<file path="src/sv/fde_pkg.sv">
// Shared types and constants for the format directive expander.
`timescale 1ns / 1ps
package fde_pkg;

  // Default number of decoded commands held between front and back
  localparam int QUEUE_DEPTH = 4;

  // ASCII codes used by the decoder and the expander
  localparam logic [7:0] CH_NUL     = 8'h00;
  localparam logic [7:0] CH_SPACE   = 8'h20;
  localparam logic [7:0] CH_BANG    = 8'h21;
  localparam logic [7:0] CH_PERCENT = 8'h25;
  localparam logic [7:0] CH_MINUS   = 8'h2D;
  localparam logic [7:0] CH_ZERO    = 8'h30;
  localparam logic [7:0] CH_ONE     = 8'h31;
  localparam logic [7:0] CH_B       = 8'h62;
  localparam logic [7:0] CH_C       = 8'h63;
  localparam logic [7:0] CH_D       = 8'h64;
  localparam logic [7:0] CH_U       = 8'h75;

  // Work kinds handed to the back end
  typedef enum logic [1:0] {
    OP_CHAR     = 2'd0,  // one character, taken from data
    OP_SIGNED   = 2'd1,  // sign then three decimal digits
    OP_UNSIGNED = 2'd2,  // three decimal digits
    OP_BINARY   = 2'd3   // eight binary digits of data, MSB first
  } fde_op_t;

  // One decoded command
  typedef struct packed {
    fde_op_t    op;
    logic [7:0] data;
    logic       neg;
    logic [1:0] hundreds;
    logic [3:0] tens;
    logic [3:0] ones;
  } fde_cmd_t;

endpackage

</file>
<file path="src/sv/format_directive_expander.sv">
// Top level of the format directive expander: front decoder, command queue, character expander.
`timescale 1ns / 1ps
// One format character enters per item; the front decodes it in the accept cycle and
// pushes a command into a QUEUE_DEPTH-entry queue, so items are taken every cycle while
// the queue has room. The back end sends one character per cycle from an output
// register while the receiver is ready: a plain character or c, %, or unknown directive
// makes one character, u makes three, d four and b eight, so the sustained rate is set
// by the back end's one-character output port. An end-of-string or directive-opening '%'
// item makes no characters and pushes no command. last_char marks each item's final character.
module format_directive_expander
  import fde_pkg::*;
#(
  parameter int QUEUE_DEPTH_P = QUEUE_DEPTH
) (
  input  logic       clk,
  input  logic       rst,
  input  logic       in_valid,
  output logic       in_ready,
  input  logic [7:0] format_char,
  input  logic [7:0] value,
  output logic       out_valid,
  input  logic       out_ready,
  output logic [7:0] out_char,
  output logic       last_char
);

  logic     q_full;
  logic     q_push;
  fde_cmd_t q_cmd;
  logic     q_pop;
  logic     head_valid;
  fde_cmd_t head_cmd;
  logic     pending;

  fde_front u_front (
    .clk         (clk),
    .rst         (rst),
    .in_valid    (in_valid),
    .in_ready    (in_ready),
    .format_char (format_char),
    .value       (value),
    .q_full      (q_full),
    .q_push      (q_push),
    .q_cmd       (q_cmd),
    .pending     (pending)
  );

  fde_queue #(
    .DEPTH (QUEUE_DEPTH_P)
  ) u_queue (
    .clk        (clk),
    .rst        (rst),
    .push       (q_push),
    .push_cmd   (q_cmd),
    .full       (q_full),
    .pop        (q_pop),
    .head_valid (head_valid),
    .head_cmd   (head_cmd)
  );

  fde_back u_back (
    .clk        (clk),
    .rst        (rst),
    .head_valid (head_valid),
    .head_cmd   (head_cmd),
    .pop        (q_pop),
    .out_valid  (out_valid),
    .out_ready  (out_ready),
    .out_char   (out_char),
    .last_char  (last_char)
  );

  // Never push into a full queue
  assert property (@(posedge clk) disable iff (rst) q_push |-> !q_full)
    else $error("command pushed into full queue");

  // Never pop an empty queue
  assert property (@(posedge clk) disable iff (rst) q_pop |-> head_valid)
    else $error("command popped from empty queue");

  // A lone percent leaves a directive pending
  assert property (@(posedge clk) disable iff (rst)
    (in_valid && in_ready && !pending && format_char == CH_PERCENT) |=> pending)
    else $error("percent did not set pending directive");

  // A popped command leaves its final character in the output register
  assert property (@(posedge clk) disable iff (rst) q_pop |=> (out_valid && last_char))
    else $error("command finished without a final character");

endmodule

</file>
<file path="src/sv/fde_front.sv">
// Front end: accepts format characters, tracks the pending directive, decodes commands.
`timescale 1ns / 1ps
module fde_front
  import fde_pkg::*;
(
  input  logic       clk,
  input  logic       rst,
  input  logic       in_valid,
  output logic       in_ready,
  input  logic [7:0] format_char,
  input  logic [7:0] value,
  input  logic       q_full,
  output logic       q_push,
  output fde_cmd_t   q_cmd,
  output logic       pending
);

  logic       accept;
  logic       pending_next;
  logic [7:0] mag;
  logic [6:0] rest;
  logic [14:0] tens_prod;
  logic [3:0] tens_dig;
  logic [6:0] tens_x10;

  assign in_ready = !q_full;
  assign accept   = in_valid && in_ready;

  // Classify the item: end of string, directive opener, directive or plain
  always_comb begin
    q_push       = 1'b0;
    pending_next = pending;
    q_cmd.op     = OP_CHAR;
    q_cmd.data   = format_char;
    q_cmd.neg    = 1'b0;
    mag          = value;
    if (accept) begin
      if (format_char == CH_NUL) begin
        pending_next = 1'b0;
      end else if (pending) begin
        pending_next = 1'b0;
        q_push       = 1'b1;
        case (format_char)
          CH_D: begin
            q_cmd.op  = OP_SIGNED;
            q_cmd.neg = value[7];
            if (value[7]) begin
              mag = 8'(~value + 8'd1);
            end
          end
          CH_U: begin
            q_cmd.op = OP_UNSIGNED;
          end
          CH_B: begin
            q_cmd.op   = OP_BINARY;
            q_cmd.data = value;
          end
          CH_C: begin
            q_cmd.data = value;
          end
          CH_PERCENT: begin
            q_cmd.data = CH_PERCENT;
          end
          default: begin
            q_cmd.data = CH_BANG;
          end
        endcase
      end else if (format_char == CH_PERCENT) begin
        pending_next = 1'b1;
      end else begin
        q_push = 1'b1;
      end
    end

    // Decimal digits of the magnitude: compare for hundreds, reciprocal for tens
    if (mag >= 8'd200) begin
      q_cmd.hundreds = 2'd2;
      rest           = 7'(mag - 8'd200);
    end else if (mag >= 8'd100) begin
      q_cmd.hundreds = 2'd1;
      rest           = 7'(mag - 8'd100);
    end else begin
      q_cmd.hundreds = 2'd0;
      rest           = mag[6:0];
    end
    tens_prod   = 15'(rest) * 15'd205;
    tens_dig    = tens_prod[14:11];
    tens_x10    = 7'(tens_dig) * 7'd10;
    q_cmd.tens  = tens_dig;
    q_cmd.ones  = 4'(rest - tens_x10);
  end

  always_ff @(posedge clk) begin
    if (rst) begin
      pending <= 1'b0;
    end else begin
      pending <= pending_next;
    end
  end

endmodule

</file>
<file path="src/sv/fde_queue.sv">
// Short command queue between the front and back ends.
`timescale 1ns / 1ps
module fde_queue
  import fde_pkg::*;
#(
  parameter int DEPTH = QUEUE_DEPTH
) (
  input  logic     clk,
  input  logic     rst,
  input  logic     push,
  input  fde_cmd_t push_cmd,
  output logic     full,
  input  logic     pop,
  output logic     head_valid,
  output fde_cmd_t head_cmd
);

  localparam int PTR_W = (DEPTH > 1) ? $clog2(DEPTH) : 1;
  localparam int CNT_W = $clog2(DEPTH + 1);

  fde_cmd_t         entries [DEPTH];
  logic [PTR_W-1:0] wr_ptr;
  logic [PTR_W-1:0] rd_ptr;
  logic [CNT_W-1:0] count;

  assign full       = (count == CNT_W'(DEPTH));
  assign head_valid = (count != '0);
  assign head_cmd   = entries[rd_ptr];

  // Storage is written without reset
  always_ff @(posedge clk) begin
    if (push) begin
      entries[wr_ptr] <= push_cmd;
    end
  end

  // Pointers wrap at the depth
  always_ff @(posedge clk) begin
    if (rst) begin
      wr_ptr <= '0;
      rd_ptr <= '0;
      count  <= '0;
    end else begin
      if (push) begin
        wr_ptr <= (wr_ptr == PTR_W'(DEPTH - 1)) ? '0 : wr_ptr + 1'b1;
      end
      if (pop) begin
        rd_ptr <= (rd_ptr == PTR_W'(DEPTH - 1)) ? '0 : rd_ptr + 1'b1;
      end
      if (push && !pop) begin
        count <= count + 1'b1;
      end else if (pop && !push) begin
        count <= count - 1'b1;
      end
    end
  end

endmodule

</file>
<file path="src/sv/fde_back.sv">
// Back end: expands the head command into registered characters, one per cycle if not stalled.
`timescale 1ns / 1ps
module fde_back
  import fde_pkg::*;
(
  input  logic       clk,
  input  logic       rst,
  input  logic       head_valid,
  input  fde_cmd_t   head_cmd,
  output logic       pop,
  output logic       out_valid,
  input  logic       out_ready,
  output logic [7:0] out_char,
  output logic       last_char
);

  logic [2:0] idx;
  logic [2:0] last_idx;
  logic       is_last;
  logic       load;
  logic [7:0] ch;
  logic [3:0] digit;

  // Character at the current position of the head command
  always_comb begin
    digit    = 4'd0;
    ch       = head_cmd.data;
    last_idx = 3'd0;
    case (head_cmd.op)
      OP_CHAR: begin
        last_idx = 3'd0;
        ch       = head_cmd.data;
      end
      OP_SIGNED: begin
        last_idx = 3'd3;
        case (idx)
          3'd0:    digit = 4'd0;
          3'd1:    digit = 4'(head_cmd.hundreds);
          3'd2:    digit = head_cmd.tens;
          default: digit = head_cmd.ones;
        endcase
        if (idx == 3'd0) begin
          ch = head_cmd.neg ? CH_MINUS : CH_SPACE;
        end else begin
          ch = CH_ZERO + 8'(digit);
        end
      end
      OP_UNSIGNED: begin
        last_idx = 3'd2;
        case (idx)
          3'd0:    digit = 4'(head_cmd.hundreds);
          3'd1:    digit = head_cmd.tens;
          default: digit = head_cmd.ones;
        endcase
        ch = CH_ZERO + 8'(digit);
      end
      OP_BINARY: begin
        last_idx = 3'd7;
        ch       = head_cmd.data[~idx] ? CH_ONE : CH_ZERO;
      end
      default: begin
        last_idx = 3'd0;
      end
    endcase
  end

  assign is_last = (idx == last_idx);
  assign load    = head_valid && (!out_valid || out_ready);
  assign pop     = load && is_last;

  // Output register and position counter
  always_ff @(posedge clk) begin
    if (rst) begin
      out_valid <= 1'b0;
      idx       <= 3'd0;
    end else if (load) begin
      out_valid <= 1'b1;
      idx       <= is_last ? 3'd0 : idx + 3'd1;
    end else if (out_ready) begin
      out_valid <= 1'b0;
    end
  end

  always_ff @(posedge clk) begin
    if (load) begin
      out_char  <= ch;
      last_char <= is_last;
    end
  end

endmodule

</file>
<file path="config.mk">
export PLATFORM = sky130hd
export DESIGN_NAME = format_directive_expander
export DESIGN_NICKNAME = d
export VERILOG_FILES = /design/src/sv/fde_pkg.sv /design/src/sv/format_directive_expander.sv /design/src/sv/fde_front.sv /design/src/sv/fde_queue.sv /design/src/sv/fde_back.sv
export SDC_FILE = /design/constraint.sdc
export NUM_CORES = 1
export LEC_CHECK = 0
export ABC_CLOCK_PERIOD_IN_PS = 18400
export BUFFER_PORTS_ARGS = -buffer_cell sky130_fd_sc_hd__buf_2
export CAP_MARGIN = 20
export CORE_ASPECT_RATIO = 0.5
export CORE_UTILIZATION = 60
export CTS_CLUSTER_SIZE = 14
export DETAILED_ROUTE_END_ITERATION = 8
export PLACE_DENSITY = 0.82
export REMOVE_ABC_BUFFERS = 1
export SYNTH_ARGS = -nofsm -noshare
export SYNTH_HDL_FRONTEND = slang
export SYNTH_HIERARCHICAL = 1
export SYNTH_SLANG_ARGS = --single-unit
</file>
<file path="constraint.sdc">
create_clock -name clk -period 18.4 [get_ports clk]
set_clock_uncertainty 0.1 [all_clocks]
set_input_delay 0.92 -clock clk [delete_from_list [all_inputs] [get_ports clk]]
set_output_delay 0.92 -clock clk [all_outputs]
set_load 0.005 [all_outputs]
</file>
# == Word-level counts from Yosys, hierarchy flattened ==
# Memory sizes are Yosys's and may differ from the RTL's. A register that Yosys moved wholly into a read port is not among the register bits.
# Index checks and enable logic that the tools add are counted.
# totals
ram_bits,84
n_memories,1
register_bits,21
out_inout_bits,11
# classes
n_eq_ne,14
bitwise,2
mux,44
order_cmp,3
multipliers,2
n_reduce_logical,18
addsub,11
# memory_table
memory,words,width,rd,rd_clocked_by_memory_dff,wr,line_no,source
u_queue.entries,4,21,1,1,1,fde_queue.sv:21,fde_cmd_t entries [DEPTH];
# ops
operator,n
two-way mux 8 bit,6
two-way mux 11 bit,3
"== test 8 x 7 -> 1 bit, second input constant",4
case mux 8 bit (4 select lines),1
case mux 8 bit (3 select lines),1
"multiplier 7 x 8 -> 15 bit, second input constant",1
two-way mux 1 bit,15
"adder 6 x 4 -> 7 bit, first input constant",2
two-way mux 7 bit,2
"subtractor 7 bit, second input constant",2
two-way mux 4 bit,3
case mux 3 bit (4 select lines),1
case mux 4 bit (3 select lines),1
two-way mux 2 bit,5
two-way mux 3 bit,3
"adder 8 x 1 -> 8 bit, second input constant",1
"== test 2 bit, second input constant",4
"== test 8 x 6 -> 1 bit, second input constant",1
">= comparator 8 x 7 -> 1 bit, second input constant",1
">= comparator 8 bit, second input constant",1
logical NOT 8 bit,1
inverter 8 bit,1
case mux 4 bit (2 select lines),1
"adder 3 x 1 -> 3 bit, second input constant",2
other kinds (21),31

# == Logic depth before layout (Yosys ltp) ==
# logic_depth
depth_word,13
ltp_mapped,33
mapped_depth_nobuf,33

# == Cells and area by module ==
# Netlist, hierarchy kept.
# by_module_without_submodules
module,seq_area_each_um2,instances,area_each_um2,cells_per_inst
fde_queue,2702.6,1,3473.3,153
fde_front,20.0,1,1804.2,220
fde_back,350.3,1,904.6,91

# == Least setup slack after synthesis ==
# Ideal clock, no wire load.
# synth_path
path_type,input to register
from,input format_char[0]
to,memory u_queue/entries[0][3] in the netlist's numbering (data pin)
path_slack_ps,10622
setup_ps,280
t_arrival_ps,7398
stages,31
required_ps,18020
path_cell_list,nor4b_4 -> nand3_4 -> nor2_1 -> xor2_1 -> inv_1 -> ha_1 -> nor4b_1 -> mux2_2 -> o221ai_2 -> a22oi_4 -> a22oi_1 -> xnor2_1 -> ha_1 -> fa_1 -> ha_1 -> inv_1 -> fa_1 -> inv_1 -> ha_1 -> a21o_1 -> a21o_1 -> a21o_1 -> a21o_1 -> a221oi_2 -> xnor2_1 -> ha_1 -> inv_1 -> fa_1 -> xnor2_1 -> xnor2_1 -> xnor2_1
# synth_lines
item,line_no,source
from (decl),format_directive_expander.sv:19,"input logic [7:0] format_char,"
to (decl),fde_queue.sv:21,

==> summary.txt <==
Setup path
  • Slowest stage delay, CP: 510 ps
  • Reg2reg setup slack: 10190 ps
  • Worst flop-to-flop path startpoint: u_queue/count[0]$_SDFFE_PP0P_
  • Critical path arrival: 8390 ps
  • Critical Path End Type: register
  • R2R Path End: u_queue/entries[3][3]$_DFFE_PP_
  • Worst R2R Path Depth: 33
  • Crit path max fanout: 10
  • Setup CP Type: input port to register
  • Slowest-stage cell, CP: fa_1
  • Required time worst endpoint: 18440 ps
  • Setup crit start kind: input port

Timing
  • Worst Tran Pin Value: 1125 ps
  • Setup TNS: 0 ps
  • Final worst slack: 10050 ps
  • Fin Hold WS: 400.6 ps
  • RSZ-0062 raised after global routing: false
  • Tcrit/Tclk final: 45.38%
  • Rel. slew slack: 24.99%
  • Endpoints failing hold: 0
  • Setup violators final: 0
  • Peak Freq: 0.1198 GHz
  • Max-slew violation count: 0
  • Fin crit period: 8349 ps

Final layout
  • Non-Filler Instances: 638
  • Ratio of cells with drive above 1 in the final layout: 18.29%
  • Fin util: 69.92%
  • Synth-to-layout area growth: 10.02%
  • Fin area: 6802 um^2
  • Nets: 577
  • Diodes inserted: 0

Synth
  • Synth Instances: 464
  • Post-Synth Simple-Gate Area: 10.50%
  • Synthesized area per cell: 13.32 um^2
  • Post-Synth XOR/XNOR Area: 3.238%
  • Flops & latches, synth: 107
  • Adder-cell share of the synthesized area: 13.16%
  • Asr flop ratio synth: 0%
  • Post-Synthesis Cell Area: 6182 um^2
  • Syn. warnings: 6
  • Compound-Gate Fraction of Synth Area: 9.067%
  • Main synth FF type: edfxtp_1
  • Mux cell area share after synthesis: 10.75%
  • Post-synth EDFFs: 93
  • Seq/Total Area, Yosys: 49.71%
  • Largest family of logic cells by synthesized area: adder cells
  • Netlist cell types: 64

GRT
  • Initial antenna violation count: 1
  • Largest net degree at the start of global routing: 22
  • Grt ovf: 0
  • First-pass GRT wire length: 20.58 mm
  • Number of global-route vias before repair: 4014
  • GRT Util Overall: 25.73%

Floorplanning
  • Die height: 73.78 um
  • Die area: 10740 um^2
  • Row cnt: 25
  • Starting Density: 63.55%
  • Die X: 145.6 um
  • CORE AREA: 9728 um^2
  • I/O pin count: 31

Placement
  • Placer Congestion: 0.9342
  • Dpl cells: 619
  • Port bufs: 30
  • Area after DPL: 6449 um^2
  • Worst slack at placement: 9757 ps
  • DPL Wire Length: 8.658 mm

Power
  • Sequential Power Share: 38.0%
  • VDD IR-drop max: 77.41 uV
  • Clock power frac: 19.1%
  • NetSw: 360.0 uW
  • Leakage power: 2.665 nW
  • Switching share of total power: 35.30%
  • PD cells: 149.9 nW/um^2
  • Total power: 1.020 mW
  • Total internal power: 659.8 uW
  • Comb pwr share: 42.9%

Worst hold path
  • Hold Path Depth: 2
  • HP Class: register to register
  • Worst Hold Endpoint: u_queue/count[2]$_SDFFE_PP0P_
  • Hold_sp: u_queue/count[2]$_SDFFE_PP0P_

Routing
  • Routed Wire Length: 12.59 mm
  • Vias: 4008
  • 1st-iter DRT viols: 388
  • First-pass detailed-route iteration total: 5
  • Number of remaining DRC errors: 0
  • DR WL/cell: 19.74 um
  • Drt via density: 6.282
  • Post-DRT Antenna Nets: 0

Job
  • Max Cap Viol: 0

CTS
  • Clk sinks: 107
  • Post-CTS Resized: 0
  • CTS tree: yes
  • Root buffer cell: clkbuf_16
  • Setup bufs post-CTS: 0
  • H-tree levels: 3
  • CTS Hold Bufs: 0
  • Num CTS Buffers: 9
  • Max clock buf depth: 2
  • Clock latency on the worst-skew pair: 340 ps
  • Clock transition at the registers of the reported paths: 70 ps

Run status
  • Status: completed
[cells by family after synthesis]
group / count (synthesis)
simple gates: 115
fa+ha+maj: 59
mux: 37
compound gates: 72
buf+inv: 52
xor+xnor: 22
flops: 107
[worst max-delay path by stage]
stage,startpoint,endpoint,slack [ps],cells after the start
finish,format_char[0],u_queue/entries[3][3]$_DFFE_PP_,10050,32
global route,format_char[0],u_queue/entries[2][3]$_DFFE_PP_,9430,32
CTS,format_char[0],u_queue/entries[0][3]$_DFFE_PP_,10070,32
detailed placement,format_char[0],u_queue/entries[3][3]$_DFFE_PP_,9760,32
global placement,format_char[0],u_queue/entries[0][3]$_DFFE_PP_,10140,32
floorplan,format_char[0],u_queue/entries[0][3]$_DFFE_PP_,10640,31
[power by group through the flow]
stage	Combinational, mW	Sequential (mW)	Clock [mW]
6_report	0.437	0.387	0.195
2_1_floorplan	0.304	0.395	0
5_1_grt	0.487	0.392	0.205
3_5_place_dp	0.427	0.391	0
4_1_cts	0.434	0.388	0.196
3_3_place_gp	0.406	0.388	0
[layer usage]
metal	GRT usage [%]	vias to the layer above	wire length (um)
li1	-	1827	-
met1	32.57	1963	5292
met2	45.78	192	6174
met3	3.540	26	883
met4	10.99	0	243
met5	0	-	0
[cell type report]
class                   count  area [um^2]
clock buffers              10        229.0
clock inverters             6        78.83
fillers                   670         2927
inverters                  39        146.4
multi-input cells         305         2888
flip-flops and latches    107         3073
well taps                 135        168.9
repair buffers             36        217.7
[synthesized netlist by cell type, drive strengths merged (2+ instances only)]
library cell   n  share of area, %
clkbuf         3              0.18
nand2b         4              0.40
nor4b          3              0.67
o22ai          2              0.20
dfxtp         14               4.5
nor2          24               1.5
a22oi          7               1.1
edfxtp        93                45
a2bb2oi        3              0.43
o211ai         2              0.32
nand3         11               1.1
nand2         23               1.4
o21ai         13               1.1
a21oi         17               1.4
and3           6              0.61
o31ai          2              0.24
and4b          2              0.32
xor2           9               1.3
mux2           2              0.36
and2           7              0.71
nor4           2              0.20
nor3b          7              0.85
o221ai         3              0.73
nand4          2              0.20
a221oi         2              0.38
fa            10               3.2
inv           39               2.4
mux4          23               8.4
a21o           7              0.85
buf           10               1.0
a22o           5              0.71
xnor2         13               2.0
or2            2              0.20
nor3          11               1.1
or3            3              0.30
nor2b          3              0.30
mux2i         12               1.9
ha            49               9.9
[registers in the layout (all words and copies together), names as in the netlist, named ones only]
register,cells
u_back/idx,3
u_back/last_char,1
u_back/out_char,8
u_back/out_valid,1
u_front/pending,1
u_queue/count,3
u_queue/entries,84
u_queue/rd_ptr,2
u_queue/wr_ptr,2
[layout by cell type, fill, tap and decap left out, types with 13 or more instances in the layout]
cell type	n
a21oi_1	17
buf_2	30
dfxtp_1	14
edfxtp_1	93
ha_1	49
inv_1	38
mux4_2	22
nand2_1	23
nor2_1	24
o21ai_0	13
[critical path: cells and delay by family]
family	cells	cell delay, ps
XOR/XNOR	6	1460
adder cells (fa/ha/maj)	8	2800
AND/OR/NAND/NOR	4	920
multiplexers	1	280
AO/OA/AOI/OAI	8	1540
buffers and inverters	5	470
No activity file was read; power rests on OpenSTA's default activity.
